[config.mk]
export PLATFORM = sky130hd
export DESIGN_NAME = box_to_circle_slew_smoother
export DESIGN_NICKNAME = d
export VERILOG_FILES = /design/src/rtl/bcss_pkg.sv /design/src/rtl/bcss_ram.sv /design/src/rtl/bcss_ctrl.sv /design/src/rtl/bcss_datapath.sv /design/src/rtl/box_to_circle_slew_smoother.sv
export VERILOG_INCLUDE_DIRS = /design/src /design/src/rtl
export SDC_FILE = /design/constraint.sdc
export NUM_CORES = 2
export LEC_CHECK = 0
export ABC_CLOCK_PERIOD_IN_PS = 11600
export BUFFER_PORTS_ARGS = -buffer_cell sky130_fd_sc_hd__buf_4
export CORE_MARGIN = 5
export CORE_UTILIZATION = 30
export CTS_BUF_LIST = sky130_fd_sc_hd__clkbuf_8
export CTS_CLUSTER_DIAMETER = 150
export DETAILED_ROUTE_END_ITERATION = 8
export PLACE_DENSITY = 0.5
export SLEW_MARGIN = 20
export SYNTH_ARGS = -nofsm -noshare
export SYNTH_HDL_FRONTEND = slang
export SYNTH_HIERARCHICAL = 1
export SYNTH_SLANG_ARGS = --single-unit
[constraint.sdc]
create_clock -name clk -period 11.6 [get_ports clk]
set_input_delay 2.32 -clock clk [delete_from_list [all_inputs] [get_ports clk]]
set_output_delay 2.32 -clock clk [all_outputs]
set_load 0.05 [all_outputs]
[src/rtl/box_to_circle_slew_smoother_defines.svh]
// ---------------------------------------------------------------------------
// box_to_circle_slew_smoother assertion macros
// shared property shorthands for the circle smoother, clocked on clk, reset rst_n
// ---------------------------------------------------------------------------
`ifndef BOX_TO_CIRCLE_SLEW_SMOOTHER_DEFINES_SVH
`define BOX_TO_CIRCLE_SLEW_SMOOTHER_DEFINES_SVH

// same-cycle implication
`define BCSS_ASSERT_SAME(label, ante, cons, msg) \
    label: assert property (@(posedge clk) disable iff (!rst_n) (ante) |-> (cons)) \
        else $error(msg);

// next-cycle implication
`define BCSS_ASSERT_NEXT(label, ante, cons, msg) \
    label: assert property (@(posedge clk) disable iff (!rst_n) (ante) |=> (cons)) \
        else $error(msg);

`endif

[src/rtl/bcss_pkg.sv]
// ---------------------------------------------------------------------------
// bcss_pkg
// widths, register codes, reset values and control structs of the smoother
// ---------------------------------------------------------------------------
`timescale 1ns / 1ps

package bcss_pkg;

    localparam int OBJ_W      = 3;
    localparam int COORD_W    = 14;
    localparam int RAD_W      = 14;
    localparam int LABEL_W    = 15;
    localparam int SHIFT_W    = 4;
    localparam int CFG_IDX_W  = 3;
    localparam int CFG_DATA_W = 14;
    localparam int DIFF_W     = 15;
    localparam int SQ_W       = 29;
    localparam int ROOT_W     = 15;
    localparam int REM_W      = 16;
    localparam int ROOT_STEPS = 15;
    localparam int STEP_CNT_W = 4;
    localparam int ENTRY_W    = RAD_W + 2 * COORD_W;

    localparam logic [SHIFT_W-1:0] GROW_SHIFT_RST   = 4'd4;
    localparam logic [SHIFT_W-1:0] SHRINK_SHIFT_RST = 4'd5;
    localparam logic [COORD_W-1:0] VSTEP_RST        = 14'd3;
    localparam logic [COORD_W-1:0] HSTEP_RST        = 14'd20;
    localparam logic [SHIFT_W-1:0] LABEL_SHIFT_RST  = 4'd3;

    typedef enum logic [CFG_IDX_W-1:0] {
        REG_GROW_SHIFT   = 3'd0,
        REG_SHRINK_SHIFT = 3'd1,
        REG_MAX_VSTEP    = 3'd2,
        REG_MAX_HSTEP    = 3'd3,
        REG_LABEL_SHIFT  = 3'd4
    } cfg_reg_t;

    typedef struct packed {
        logic load_in;
        logic square_en;
        logic sum_en;
        logic root_step;
        logic limit_en;
        logic finish;
    } bcss_cmd_t;

    typedef struct packed {
        logic root_last;
    } bcss_sts_t;

endpackage

[src/rtl/bcss_ram.sv]
// ---------------------------------------------------------------------------
// bcss_ram
// generic single write port ram with registered read
// ---------------------------------------------------------------------------
`timescale 1ns / 1ps

module bcss_ram #(
    parameter int WIDTH = 8,
    parameter int DEPTH = 8,
    parameter int AW    = (DEPTH > 1) ? $clog2(DEPTH) : 1
) (
    input  logic             clk,
    input  logic             we,
    input  logic [AW-1:0]    waddr,
    input  logic [WIDTH-1:0] wdata,
    input  logic             re,
    input  logic [AW-1:0]    raddr,
    output logic [WIDTH-1:0] rdata
);

    logic [WIDTH-1:0] mem [DEPTH];
    logic [WIDTH-1:0] rdata_reg;

    always_ff @(posedge clk)
    begin
        if (we)
        begin
            mem[waddr] <= wdata;
        end
        if (re)
        begin
            rdata_reg <= mem[raddr];
        end
    end

    assign rdata = rdata_reg;

endmodule

[src/rtl/bcss_ctrl.sv]
// ---------------------------------------------------------------------------
// bcss_ctrl
// sequencer of the smoother: accept, square, sum, root loop, limit, finish
// ---------------------------------------------------------------------------
`timescale 1ns / 1ps
`include "box_to_circle_slew_smoother_defines.svh"

module bcss_ctrl (
    input  logic                 clk,
    input  logic                 rst_n,
    input  logic                 in_valid,
    output logic                 in_stall,
    output logic                 out_valid,
    input  logic                 out_stall,
    output bcss_pkg::bcss_cmd_t  cmd,
    input  bcss_pkg::bcss_sts_t  sts
);

    import bcss_pkg::*;

    typedef enum logic [2:0] {
        S_IDLE,
        S_SQUARE,
        S_SUM,
        S_ROOT,
        S_LIMIT,
        S_FINISH
    } state_t;

    state_t state_reg;
    state_t state_next;
    logic   out_valid_reg;
    logic   out_valid_next;
    logic   out_free;

    assign out_free = !out_valid_reg || !out_stall;

    always_comb
    begin
        cmd           = '0;
        cmd.load_in   = (state_reg == S_IDLE) && in_valid;
        cmd.square_en = (state_reg == S_SQUARE);
        cmd.sum_en    = (state_reg == S_SUM);
        cmd.root_step = (state_reg == S_ROOT);
        cmd.limit_en  = (state_reg == S_LIMIT);
        cmd.finish    = (state_reg == S_FINISH) && out_free;
    end

    always_comb
    begin
        state_next = state_reg;
        case (state_reg)
            S_IDLE:
            begin
                if (in_valid)
                begin
                    state_next = S_SQUARE;
                end
            end
            S_SQUARE: state_next = S_SUM;
            S_SUM:    state_next = S_ROOT;
            S_ROOT:
            begin
                if (sts.root_last)
                begin
                    state_next = S_LIMIT;
                end
            end
            S_LIMIT:  state_next = S_FINISH;
            S_FINISH:
            begin
                if (out_free)
                begin
                    state_next = S_IDLE;
                end
            end
            default:  state_next = S_IDLE;
        endcase
    end

    always_comb
    begin
        out_valid_next = out_valid_reg;
        if (cmd.finish)
        begin
            out_valid_next = 1'b1;
        end
        else if (out_valid_reg && !out_stall)
        begin
            out_valid_next = 1'b0;
        end
    end

    always_ff @(posedge clk or negedge rst_n)
    begin
        if (!rst_n)
        begin
            state_reg     <= S_IDLE;
            out_valid_reg <= 1'b0;
        end
        else
        begin
            state_reg     <= state_next;
            out_valid_reg <= out_valid_next;
        end
    end

    assign in_stall  = (state_reg != S_IDLE);
    assign out_valid = out_valid_reg;

    `BCSS_ASSERT_SAME(a_finish_slot_free, cmd.finish, !out_valid_reg || !out_stall, "result overwritten")
    `BCSS_ASSERT_NEXT(a_root_to_limit, state_reg == S_ROOT && sts.root_last, state_reg == S_LIMIT, "root loop overrun")
    `BCSS_ASSERT_NEXT(a_accept_starts, in_valid && !in_stall, state_reg == S_SQUARE, "beat accepted without start")

endmodule

[src/rtl/bcss_datapath.sv]
// ---------------------------------------------------------------------------
// bcss_datapath
// box to circle arithmetic, root unit, slew limits, object history and config
// ---------------------------------------------------------------------------
`timescale 1ns / 1ps

module bcss_datapath #(
    parameter int OBJECTS = 8
) (
    input  logic                                clk,
    input  logic                                rst_n,
    input  bcss_pkg::bcss_cmd_t                 cmd,
    output bcss_pkg::bcss_sts_t                 sts,
    input  logic                                cfg_we,
    input  logic [bcss_pkg::CFG_IDX_W-1:0]      cfg_index,
    input  logic [bcss_pkg::CFG_DATA_W-1:0]     cfg_data,
    input  logic [bcss_pkg::OBJ_W-1:0]          object_id,
    input  logic [bcss_pkg::COORD_W-1:0]        left_x,
    input  logic [bcss_pkg::COORD_W-1:0]        top_y,
    input  logic [bcss_pkg::COORD_W-1:0]        right_x,
    input  logic [bcss_pkg::COORD_W-1:0]        bottom_y,
    output logic [bcss_pkg::OBJ_W-1:0]          object_echo,
    output logic [bcss_pkg::COORD_W-1:0]        center_x,
    output logic [bcss_pkg::COORD_W-1:0]        center_y,
    output logic [bcss_pkg::RAD_W-1:0]          radius,
    output logic [bcss_pkg::COORD_W-1:0]        label_x,
    output logic signed [bcss_pkg::LABEL_W-1:0] label_y
);

    import bcss_pkg::*;

    localparam int IDX_W = (OBJECTS > 1) ? $clog2(OBJECTS) : 1;

    function automatic logic [COORD_W-1:0] slew_axis(
        input logic [COORD_W-1:0] raw,
        input logic [COORD_W-1:0] prev,
        input logic [COORD_W-1:0] step
    );
        logic signed [COORD_W+1:0] d;
        logic signed [COORD_W+1:0] s;
        logic [COORD_W-1:0]        res;
        d = signed'({2'b00, raw}) - signed'({2'b00, prev});
        s = signed'({2'b00, step});
        if (d > s)
        begin
            res = COORD_W'(prev + step);
        end
        else if (-d > s)
        begin
            res = COORD_W'(prev - step);
        end
        else
        begin
            res = raw;
        end
        return res;
    endfunction

    // configuration
    logic [SHIFT_W-1:0] grow_shift_reg;
    logic [SHIFT_W-1:0] shrink_shift_reg;
    logic [COORD_W-1:0] vstep_reg;
    logic [COORD_W-1:0] hstep_reg;
    logic [SHIFT_W-1:0] label_shift_reg;

    always_ff @(posedge clk or negedge rst_n)
    begin
        if (!rst_n)
        begin
            grow_shift_reg   <= GROW_SHIFT_RST;
            shrink_shift_reg <= SHRINK_SHIFT_RST;
            vstep_reg        <= VSTEP_RST;
            hstep_reg        <= HSTEP_RST;
            label_shift_reg  <= LABEL_SHIFT_RST;
        end
        else if (cfg_we)
        begin
            case (cfg_reg_t'(cfg_index))
                REG_GROW_SHIFT:   grow_shift_reg   <= cfg_data[SHIFT_W-1:0];
                REG_SHRINK_SHIFT: shrink_shift_reg <= cfg_data[SHIFT_W-1:0];
                REG_MAX_VSTEP:    vstep_reg        <= cfg_data[COORD_W-1:0];
                REG_MAX_HSTEP:    hstep_reg        <= cfg_data[COORD_W-1:0];
                REG_LABEL_SHIFT:  label_shift_reg  <= cfg_data[SHIFT_W-1:0];
                default:          ;
            endcase
        end
    end

    // input capture
    logic                     in_range;
    logic [IDX_W-1:0]         in_idx;
    logic signed [DIFF_W-1:0] dx_next;
    logic signed [DIFF_W-1:0] dy_next;
    logic [COORD_W:0]         sum_x;
    logic [COORD_W:0]         sum_y;

    assign in_range = ({{(32-OBJ_W){1'b0}}, object_id} < 32'(OBJECTS));
    assign in_idx   = IDX_W'(object_id);
    assign dx_next  = signed'({1'b0, right_x}) - signed'({1'b0, left_x});
    assign dy_next  = signed'({1'b0, bottom_y}) - signed'({1'b0, top_y});
    assign sum_x    = {1'b0, left_x} + {1'b0, right_x};
    assign sum_y    = {1'b0, top_y} + {1'b0, bottom_y};

    logic [OBJ_W-1:0]         obj_reg;
    logic [IDX_W-1:0]         idx_reg;
    logic                     in_range_reg;
    logic                     smooth_reg;
    logic signed [DIFF_W-1:0] dx_reg;
    logic signed [DIFF_W-1:0] dy_reg;
    logic [COORD_W-1:0]       cx_raw_reg;
    logic [COORD_W-1:0]       cy_raw_reg;
    logic [OBJECTS-1:0]       seen_reg;

    always_ff @(posedge clk)
    begin
        if (cmd.load_in)
        begin
            obj_reg      <= object_id;
            idx_reg      <= in_idx;
            in_range_reg <= in_range;
            smooth_reg   <= in_range ? seen_reg[in_idx] : 1'b0;
            dx_reg       <= dx_next;
            dy_reg       <= dy_next;
            cx_raw_reg   <= sum_x[COORD_W:1];
            cy_raw_reg   <= sum_y[COORD_W:1];
        end
    end

    // object history
    logic [ENTRY_W-1:0] hist_rdata;
    logic [ENTRY_W-1:0] hist_wdata;
    logic [RAD_W-1:0]   prev_r;
    logic [COORD_W-1:0] prev_cx;
    logic [COORD_W-1:0] prev_cy;
    logic               hist_we;

    assign hist_we = cmd.finish && in_range_reg;
    assign {prev_r, prev_cx, prev_cy} = hist_rdata;

    bcss_ram #(
        .WIDTH (ENTRY_W),
        .DEPTH (OBJECTS),
        .AW    (IDX_W)
    ) u_hist (
        .clk   (clk),
        .we    (hist_we),
        .waddr (idx_reg),
        .wdata (hist_wdata),
        .re    (cmd.load_in),
        .raddr (in_idx),
        .rdata (hist_rdata)
    );

    always_ff @(posedge clk or negedge rst_n)
    begin
        if (!rst_n)
        begin
            seen_reg <= '0;
        end
        else if (hist_we)
        begin
            seen_reg[idx_reg] <= 1'b1;
        end
    end

    // squares and diagonal
    logic signed [2*DIFF_W-1:0] sqx_prod;
    logic signed [2*DIFF_W-1:0] sqy_prod;
    logic [SQ_W-1:0]            sqx_reg;
    logic [SQ_W-1:0]            sqy_reg;

    assign sqx_prod = dx_reg * dx_reg;
    assign sqy_prod = dy_reg * dy_reg;

    always_ff @(posedge clk)
    begin
        if (cmd.square_en)
        begin
            sqx_reg <= sqx_prod[SQ_W-1:0];
            sqy_reg <= sqy_prod[SQ_W-1:0];
        end
    end

    // square root, one result bit per step
    logic [2*ROOT_W-1:0]    opnd_reg;
    logic [REM_W-1:0]       rem_reg;
    logic [ROOT_W-1:0]      root_reg;
    logic [STEP_CNT_W-1:0]  step_cnt_reg;
    logic [REM_W+1:0]       rem_shift;
    logic [REM_W+1:0]       trial;
    logic                   trial_ok;
    logic [REM_W+1:0]       rem_sub;

    assign rem_shift = {rem_reg, opnd_reg[2*ROOT_W-1:2*ROOT_W-2]};
    assign trial     = {1'b0, root_reg, 2'b01};
    assign trial_ok  = (rem_shift >= trial);
    assign rem_sub   = rem_shift - trial;

    always_ff @(posedge clk)
    begin
        if (cmd.sum_en)
        begin
            opnd_reg     <= {1'b0, sqx_reg + sqy_reg};
            rem_reg      <= '0;
            root_reg     <= '0;
            step_cnt_reg <= '0;
        end
        else if (cmd.root_step)
        begin
            opnd_reg     <= {opnd_reg[2*ROOT_W-3:0], 2'b00};
            step_cnt_reg <= step_cnt_reg + 1'b1;
            if (trial_ok)
            begin
                rem_reg  <= rem_sub[REM_W-1:0];
                root_reg <= {root_reg[ROOT_W-2:0], 1'b1};
            end
            else
            begin
                rem_reg  <= rem_shift[REM_W-1:0];
                root_reg <= {root_reg[ROOT_W-2:0], 1'b0};
            end
        end
    end

    assign sts.root_last = (step_cnt_reg == STEP_CNT_W'(ROOT_STEPS - 1));

    // slew limits
    logic [RAD_W-1:0]         r_raw;
    logic [RAD_W-1:0]         grow;
    logic [RAD_W-1:0]         shrink;
    logic signed [RAD_W+1:0]  r_diff;
    logic [RAD_W-1:0]         r_lim;
    logic [RAD_W-1:0]         r_reg;
    logic [COORD_W-1:0]       cx_reg;
    logic [COORD_W-1:0]       cy_reg;

    assign r_raw  = root_reg[ROOT_W-1:1];
    assign grow   = prev_r >> grow_shift_reg;
    assign shrink = prev_r >> shrink_shift_reg;
    assign r_diff = signed'({2'b00, r_raw}) - signed'({2'b00, prev_r});

    always_comb
    begin
        if (r_diff > signed'({2'b00, grow}))
        begin
            r_lim = RAD_W'(prev_r + grow);
        end
        else if (r_diff < -signed'({2'b00, shrink}))
        begin
            r_lim = RAD_W'(prev_r - shrink);
        end
        else
        begin
            r_lim = r_raw;
        end
    end

    always_ff @(posedge clk)
    begin
        if (cmd.limit_en)
        begin
            if (smooth_reg)
            begin
                r_reg  <= r_lim;
                cx_reg <= slew_axis(cx_raw_reg, prev_cx, hstep_reg);
                cy_reg <= slew_axis(cy_raw_reg, prev_cy, vstep_reg);
            end
            else
            begin
                r_reg  <= r_raw;
                cx_reg <= cx_raw_reg;
                cy_reg <= cy_raw_reg;
            end
        end
    end

    // label and result
    logic signed [LABEL_W:0] ly_full;

    assign ly_full    = signed'({2'b00, cy_reg}) - signed'({2'b00, r_reg >> label_shift_reg});
    assign hist_wdata = {r_reg, cx_reg, cy_reg};

    logic [OBJ_W-1:0]          obj_out_reg;
    logic [COORD_W-1:0]        cx_out_reg;
    logic [COORD_W-1:0]        cy_out_reg;
    logic [RAD_W-1:0]          r_out_reg;
    logic signed [LABEL_W-1:0] ly_out_reg;

    always_ff @(posedge clk)
    begin
        if (cmd.finish)
        begin
            obj_out_reg <= obj_reg;
            cx_out_reg  <= cx_reg;
            cy_out_reg  <= cy_reg;
            r_out_reg   <= r_reg;
            ly_out_reg  <= ly_full[LABEL_W-1:0];
        end
    end

    assign object_echo = obj_out_reg;
    assign center_x    = cx_out_reg;
    assign center_y    = cy_out_reg;
    assign radius      = r_out_reg;
    assign label_x     = cx_out_reg;
    assign label_y     = ly_out_reg;

endmodule

[src/rtl/box_to_circle_slew_smoother.sv]
// ---------------------------------------------------------------------------
// box_to_circle_slew_smoother
// Turns one tracked object's bounding box per beat into a circle (floored
// corner midpoint, half the integer square root of the squared diagonal),
// slew-limits radius and center against that object's previous circle, and
// returns the circle with a label point above it. One box is processed at a
// time: an accepted beat passes the square, sum, bit-per-step square root
// loop, limit and finish states in order, and the next box is accepted only
// once the previous one has finished. A finished result waits in the output
// register while a stalled sink holds it. Object ids at or above OBJECTS pass
// through unsmoothed and leave no history. The config port is always ready;
// the user must write it only while no beat is in flight; the block doesn't enforce it.
// ---------------------------------------------------------------------------
`timescale 1ns / 1ps

module box_to_circle_slew_smoother #(
    parameter int OBJECTS = 8
) (
    input  logic                                clk,
    input  logic                                rst_n,
    input  logic                                in_valid,
    output logic                                in_stall,
    input  logic [bcss_pkg::OBJ_W-1:0]          object_id,
    input  logic [bcss_pkg::COORD_W-1:0]        left_x,
    input  logic [bcss_pkg::COORD_W-1:0]        top_y,
    input  logic [bcss_pkg::COORD_W-1:0]        right_x,
    input  logic [bcss_pkg::COORD_W-1:0]        bottom_y,
    output logic                                out_valid,
    input  logic                                out_stall,
    output logic [bcss_pkg::OBJ_W-1:0]          object_echo,
    output logic [bcss_pkg::COORD_W-1:0]        center_x,
    output logic [bcss_pkg::COORD_W-1:0]        center_y,
    output logic [bcss_pkg::RAD_W-1:0]          radius,
    output logic [bcss_pkg::COORD_W-1:0]        label_x,
    output logic signed [bcss_pkg::LABEL_W-1:0] label_y,
    input  logic                                cfg_valid,
    output logic                                cfg_ready,
    input  logic [bcss_pkg::CFG_IDX_W-1:0]      cfg_index,
    input  logic [bcss_pkg::CFG_DATA_W-1:0]     cfg_data
);

    import bcss_pkg::*;

    bcss_cmd_t cmd;
    bcss_sts_t sts;

    assign cfg_ready = 1'b1;

    bcss_ctrl u_ctrl (
        .clk       (clk),
        .rst_n     (rst_n),
        .in_valid  (in_valid),
        .in_stall  (in_stall),
        .out_valid (out_valid),
        .out_stall (out_stall),
        .cmd       (cmd),
        .sts       (sts)
    );

    bcss_datapath #(
        .OBJECTS (OBJECTS)
    ) u_datapath (
        .clk         (clk),
        .rst_n       (rst_n),
        .cmd         (cmd),
        .sts         (sts),
        .cfg_we      (cfg_valid && cfg_ready),
        .cfg_index   (cfg_index),
        .cfg_data    (cfg_data),
        .object_id   (object_id),
        .left_x      (left_x),
        .top_y       (top_y),
        .right_x     (right_x),
        .bottom_y    (bottom_y),
        .object_echo (object_echo),
        .center_x    (center_x),
        .center_y    (center_y),
        .radius      (radius),
        .label_x     (label_x),
        .label_y     (label_y)
    );

endmodule
======== Yosys cells after proc, flatten, opt, wreduce, memory -nomap -nowiden ========
Memory sizes are Yosys's and may differ from the RTL's. A register that Yosys moved wholly into a read port is not among the register bits.
Cells that the tools add are included.
cells by class
  add/sub/neg operators ................... 20
  multiply operators ...................... 2
  div/mod/pow operators ................... 0
  $lt $le $gt $ge ......................... 10
  equality and inequality tests ........... 13
  shifts and indexed selects .............. 3
  multiplexer cells ....................... 25
  bitwise logic cells ..................... 1
  reductions and logical operators ........ 18
operators with widths
  cell                                                 count
  2-to-1 mux 14 bit                                    9
  subtractor 14 x 14 -> 15 bit                         6
  > comparator 16 x 15 -> 1 bit                        5
  multiplier 15 x 15 -> 29 bit                         2
  2-to-1 mux 29 bit                                    2
  adder 14 bit                                         3
  >> shifter 14 x 4 -> 14 bit                          3
  subtractor 14 bit                                    3
  negation 16 bit                                      2
  adder 14 x 14 -> 15 bit                              2
  adder 29 bit                                         1
  >= comparator 18 x 17 -> 1 bit                       1
  case mux 3 bit (6 select lines)                      1
  < comparator 16 bit                                  1
  2-to-1 mux 16 bit                                    1
  negation 14 -> 16 bit                                1
  subtractor 16 bit                                    1
  equality test 3 x 2 -> 1 bit, second input constant  4
  AND reduction 2 bit                                  5
  equality test 3 bit, second input constant           3
  2-to-1 mux 3 bit                                     3
  < comparator 3 x 4 -> 1 bit, second input constant   2
  bitwise OR 8 bit                                     1
  2-to-1 mux 1 bit                                     7
  15 further kinds                                     23
storage, ports and cells
  flip-flop bits (word level) ............. 339
  bits in latches ......................... 0
  RAM bits ................................ 336
  ROM bits ................................ 0
  output and inout port bits .............. 77
  word-level logic and storage cells ...... 122
  memories kept ........................... 1
memory list
  name                   words  bits a word  rd ports  clocked after Yosys merged registers in  write ports  line            source
  u_datapath.u_hist.mem  8      42           1         1                                        1            bcss_ram.sv:21  logic [WIDTH-1:0] mem [DEPTH];

======== Depth between registers and ports, before layout ========
  depth in word-level cells ............... 6
  depth in mapped cells ................... 26
  gate-level depth less buffers ........... 25

======== Cells and area by module ========
Netlist, hierarchy kept.
modules (own cells, without submodules)
  module                       times used  cells each  area an instance (sq um)  sequential area each (sq um)
  bcss_datapath                1           4,475       41,302.1                  9,410.3
  bcss_ram                     1           540         13,923.4                  11,350.9
  bcss_ctrl                    1           28          250.2                     100.1
  box_to_circle_slew_smoother  1           2           11.3                      0.0

======== Worst setup path after synthesis ========
Ideal clock, no wire load.
  path type ............................... input -> register
  start point ............................. input out_stall
  end point ............................... memory u_datapath/u_hist/mem[4][0] (netlist name), enable pin
  library setup time ...................... 0.493 ns
  arrival ................................. 6.071 ns
  data required time ...................... 11.107 ns
  slack ................................... 5.036 ns
  cell stages on the path ................. 4
  buffers on the path ..................... 1
  path through ............................ a21oi_1 > buf_4 > nand2_1 > nor3_1
RTL lines
  element      line                               source
  from (decl)  box_to_circle_slew_smoother.sv:29  input logic out_stall,
  to (decl)    bcss_ram.sv:21

======== Worst setup path after layout ========
  start point ............................. register u_datapath.dx_reg[9]
  end point ............................... register u_datapath.sqx_reg[28], data pin
on the way
  word-level cells in the longest chain between the ends .. 1
RTL lines
  element                       line                  source
  from (decl)                   bcss_datapath.sv:108  logic signed [DIFF_W-1:0] dx_reg;
  from (signal assigned)        bcss_datapath.sv:122  dx_reg <= dx_next;
  multiplier 15 x 15 -> 29 bit  bcss_datapath.sv:172  assign sqx_prod = dx_reg * dx_reg;
  net u_datapath.sqx_prod[28]   bcss_datapath.sv:167  logic signed [2*DIFF_W-1:0] sqx_prod;
  to (signal assigned)          bcss_datapath.sv:179  sqx_reg <= sqx_prod[SQ_W-1:0];
  to (decl)                     bcss_datapath.sv:169  logic [SQ_W-1:0] sqx_reg;
The timed path passes the listed nets, and every way through them passes these cells.
A chain may end at the register's enable or synchronous reset.

==> results_dict.tcl <==
set metrics [dict create \
    run_status "completed" \
    largest_reg_flops 336 \
    path_buf_inv 5 \
    clkPwrFrac 0.233 \
    place_congestion 0.851 \
    netlist_instances 5045 \
    min_path_type "reg -> reg" \
    hold_violations 0 \
    layout_min_cycle_time_ns 7.32 \
    grt_max_degree 72 \
    cpMostUsedCell "fa_1" \
    startpoint "u_datapath/dx_reg[9]" \
    cts_tree "done" \
    async_reset_ff_frac 0.0727 \
    max_stage_delay_ns 0.66 \
    numCtsBuffers 121 \
    period_share 0.631 \
    synthDistinctLibCells 90 \
    synth_area_leader_cell "edfxtp_1" \
    ant_nets 0 \
    holdCritStartpoint "u_datapath/seen_reg[0]" \
    syn_area_um2 55500 \
    crit_path_max_fanout 13 \
    ys_warn_count 6 \
    clk_path_buf_depth 3 \
    antenna_found_initial 11 \
    synth_top_area_frac 0.339 \
    die_area_um2 194000 \
    cpLargestDelayFamily "adder cells" \
    die_h_um 440 \
    required_ns 12.10 \
    pin_count 158 \
    fin_skew_ns 0.0602 \
    drive_above_1_share 0.119 \
    drt_iter0_drc 2259 \
    slew_headroom 0.260 \
    synth_area_per_cell_um2 11.0 \
    post_cts_resized 0 \
    path_clk_slew_ns 0.06 \
    synth_common_cells "874 x inv_1, 627 x edfxtp_1, 488 x ha_1" \
    cp_cell_sequence "inv_1 > nor2_1 > inv_1 > fa_1 > fa_1 > inv_1 > fa_1 > inv_1 > fa_1 > fa_1 > inv_1 > fa_1 > ha_1 > or3_1 > a211oi_1 > o211ai_1 > a21oi_1 > o21ai_0 > o41ai_1 > o21ai_0 > o21a_1 > nor2_1 > xnor2_1" \
    fp.dieW_um 440 \
    clock-sinks 715 \
    drv_slew 0 \
    instances_no_fill 7781 \
    cts-hold-fix-buffers 0 \
    synth_area_leaders "edfxtp_1 34%, fa_1 14%, ha_1 11%, inv_1 5.9%, mux4_2 3.8%" \
    synth_edf_count 627 \
    worstMarginPinSlew_ns 1.10 \
    synth-seq-area-share 0.376 \
    n_fill_cell 18500 \
    place.detailed.hpwl_um 109000 \
    grt_pass1_vias 38400 \
    cellLeakagePower_nw 26.5 \
    pwr-share-comb 0.421 \
    whs_ns 0.463 \
    end_kind "flip-flop" \
    routed_wl_um 146000 \
    viasPerCell 4.77 \
    irDropWorstVdd_mv 0.103 \
    cts_setup_buffers 0 \
    synth_fp_nets 6013 \
    power.density_nw_per_um2 157 \
    fmax_mhz 137 \
    seqPwrFrac 0.346 \
    synth.most_common_cell "inv_1" \
    swShare 0.372 \
    rows 157 \
    cts-root-buf "clkbuf_8" \
    setup-violations-final 0 \
    grtUsageTotal 0.150 \
    ys.flop_type "edfxtp_1" \
    drt_pass1_iterations 5 \
    drc_errors 0 \
    port_buffers 156 \
    reg2reg_from "u_datapath/dx_reg[9]" \
    nNetsFinal 6180 \
    cp.arrival_ns 7.82 \
    cts-htree-levels 3 \
    rsz0062_at_grt "no" \
    synth-seq-cells 715 \
    critPathLaunchType "flip-flop" \
    core_area_um2 183000 \
    vias 37100 \
    slowest_stage "edfxtp_1" \
    dp.cells 7552 \
    clock_latency_ns 0.81 \
    max-cap-violations 0 \
    critical_path_class "reg -> reg" \
    grt_overflow 0 \
    wl_per_cell_um 18.8 \
    tns_ns 0 \
    areaGrowthSynthToFinish_pct 11.4 \
    grt_pass1_wl_um 225000 \
    power_w 0.00968 \
    initial_core_util 0.302 \
    power.switching_w 0.00361 \
    p_int_w 0.00608 \
]
[worst paths after layout]
kind,slack [ns],end,depth (start not counted)
max,4.28,u_datapath/sqx_reg[28],23
min,0.46,u_datapath/seen_reg[0],1
max reg2reg,4.28,u_datapath/sqx_reg[28],23
min reg2reg,0.46,u_datapath/seen_reg[0],1
max in group asynchronous,9.29,u_datapath/grow_shift_reg[3],1
min in group asynchronous,1.64,u_datapath/hstep_reg[12],1
[worst register-to-register path, delay by kind of cell, from the launching register on]
kind	cells	cell delay, ns
DFF	1	0.66
xor gates and xnor gates	1	0.08
adders and majority gates	7	3.14
AOI/OAI and AO/OA	7	2.01
and+or+nand+nor	3	0.70
buffers and inverters	5	0.46
[stage by stage]
step	setup WS, ns	utilization	instance area (µm²)
2_1_floorplan	5.04	-	55500
3_3_place_gp	4.43	0.324	59400
3_5_place_dp	4.29	0.324	59400
4_1_cts	4.27	0.337	61800
5_1_grt	3.79	0.337	61800
6_report	4.28	0.337	61800
[logic make-up after synthesis]
group / share of synthesized area
mux: 0.0685
xor+xnor: 0.0365
compound gates: 0.0997
simple gates: 0.0935
flops: 0.376
other cells: 0.0000676
fa+ha+maj: 0.254
buf+inv: 0.0718
[per-layer routing]
layer	up-vias	routed length, µm	global-route usage
li1	17700	-	-
met1	18600	64000	0.195
met2	717	73100	0.264
met3	151	5760	0.0191
met4	0	3240	0.0365
met5	-	0	0
[power by group through the flow]
stage | clock (W) | combinational, W | sequential, W
2_1_floorplan | 0 | 0.00320 | 0.00329
3_3_place_gp | 0 | 0.00405 | 0.00341
3_5_place_dp | 0 | 0.00408 | 0.00341
4_1_cts | 0.00235 | 0.00412 | 0.00336
5_1_grt | 0.00247 | 0.00464 | 0.00338
6_report | 0.00225 | 0.00408 | 0.00335
[cell type report]
type,instances,area [µm²],area share
clock inverters,101,714,0.0116
inverters,877,3290,0.0532
well taps,2464,3080,0.0499
diodes,4,10.0,0.000162
multi-input cells,3308,30700,0.497
flip-flops and latches,715,20900,0.337
clock buffers,123,1690,0.0274
repair buffers,189,1440,0.0233
[layout by cell type, fill, tap and decap left out, types with 59 or more instances in the layout]
| master | instances |
|---|---|
| fa_1 | 399 |
| mux2i_1 | 59 |
| clkbuf_8 | 123 |
| nor2_1 | 290 |
| ha_1 | 488 |
| o21ai_0 | 172 |
| xnor2_1 | 158 |
| nor3_1 | 76 |
| xor2_1 | 73 |
| mux2_2 | 99 |
| nand2_1 | 353 |
| edfxtp_1 | 627 |
| a21o_1 | 71 |
| inv_1 | 898 |
| mux4_2 | 93 |
| and2_1 | 77 |
| a21oi_1 | 209 |
| buf_4 | 187 |
No activity file was read; power rests on OpenSTA's default activity.
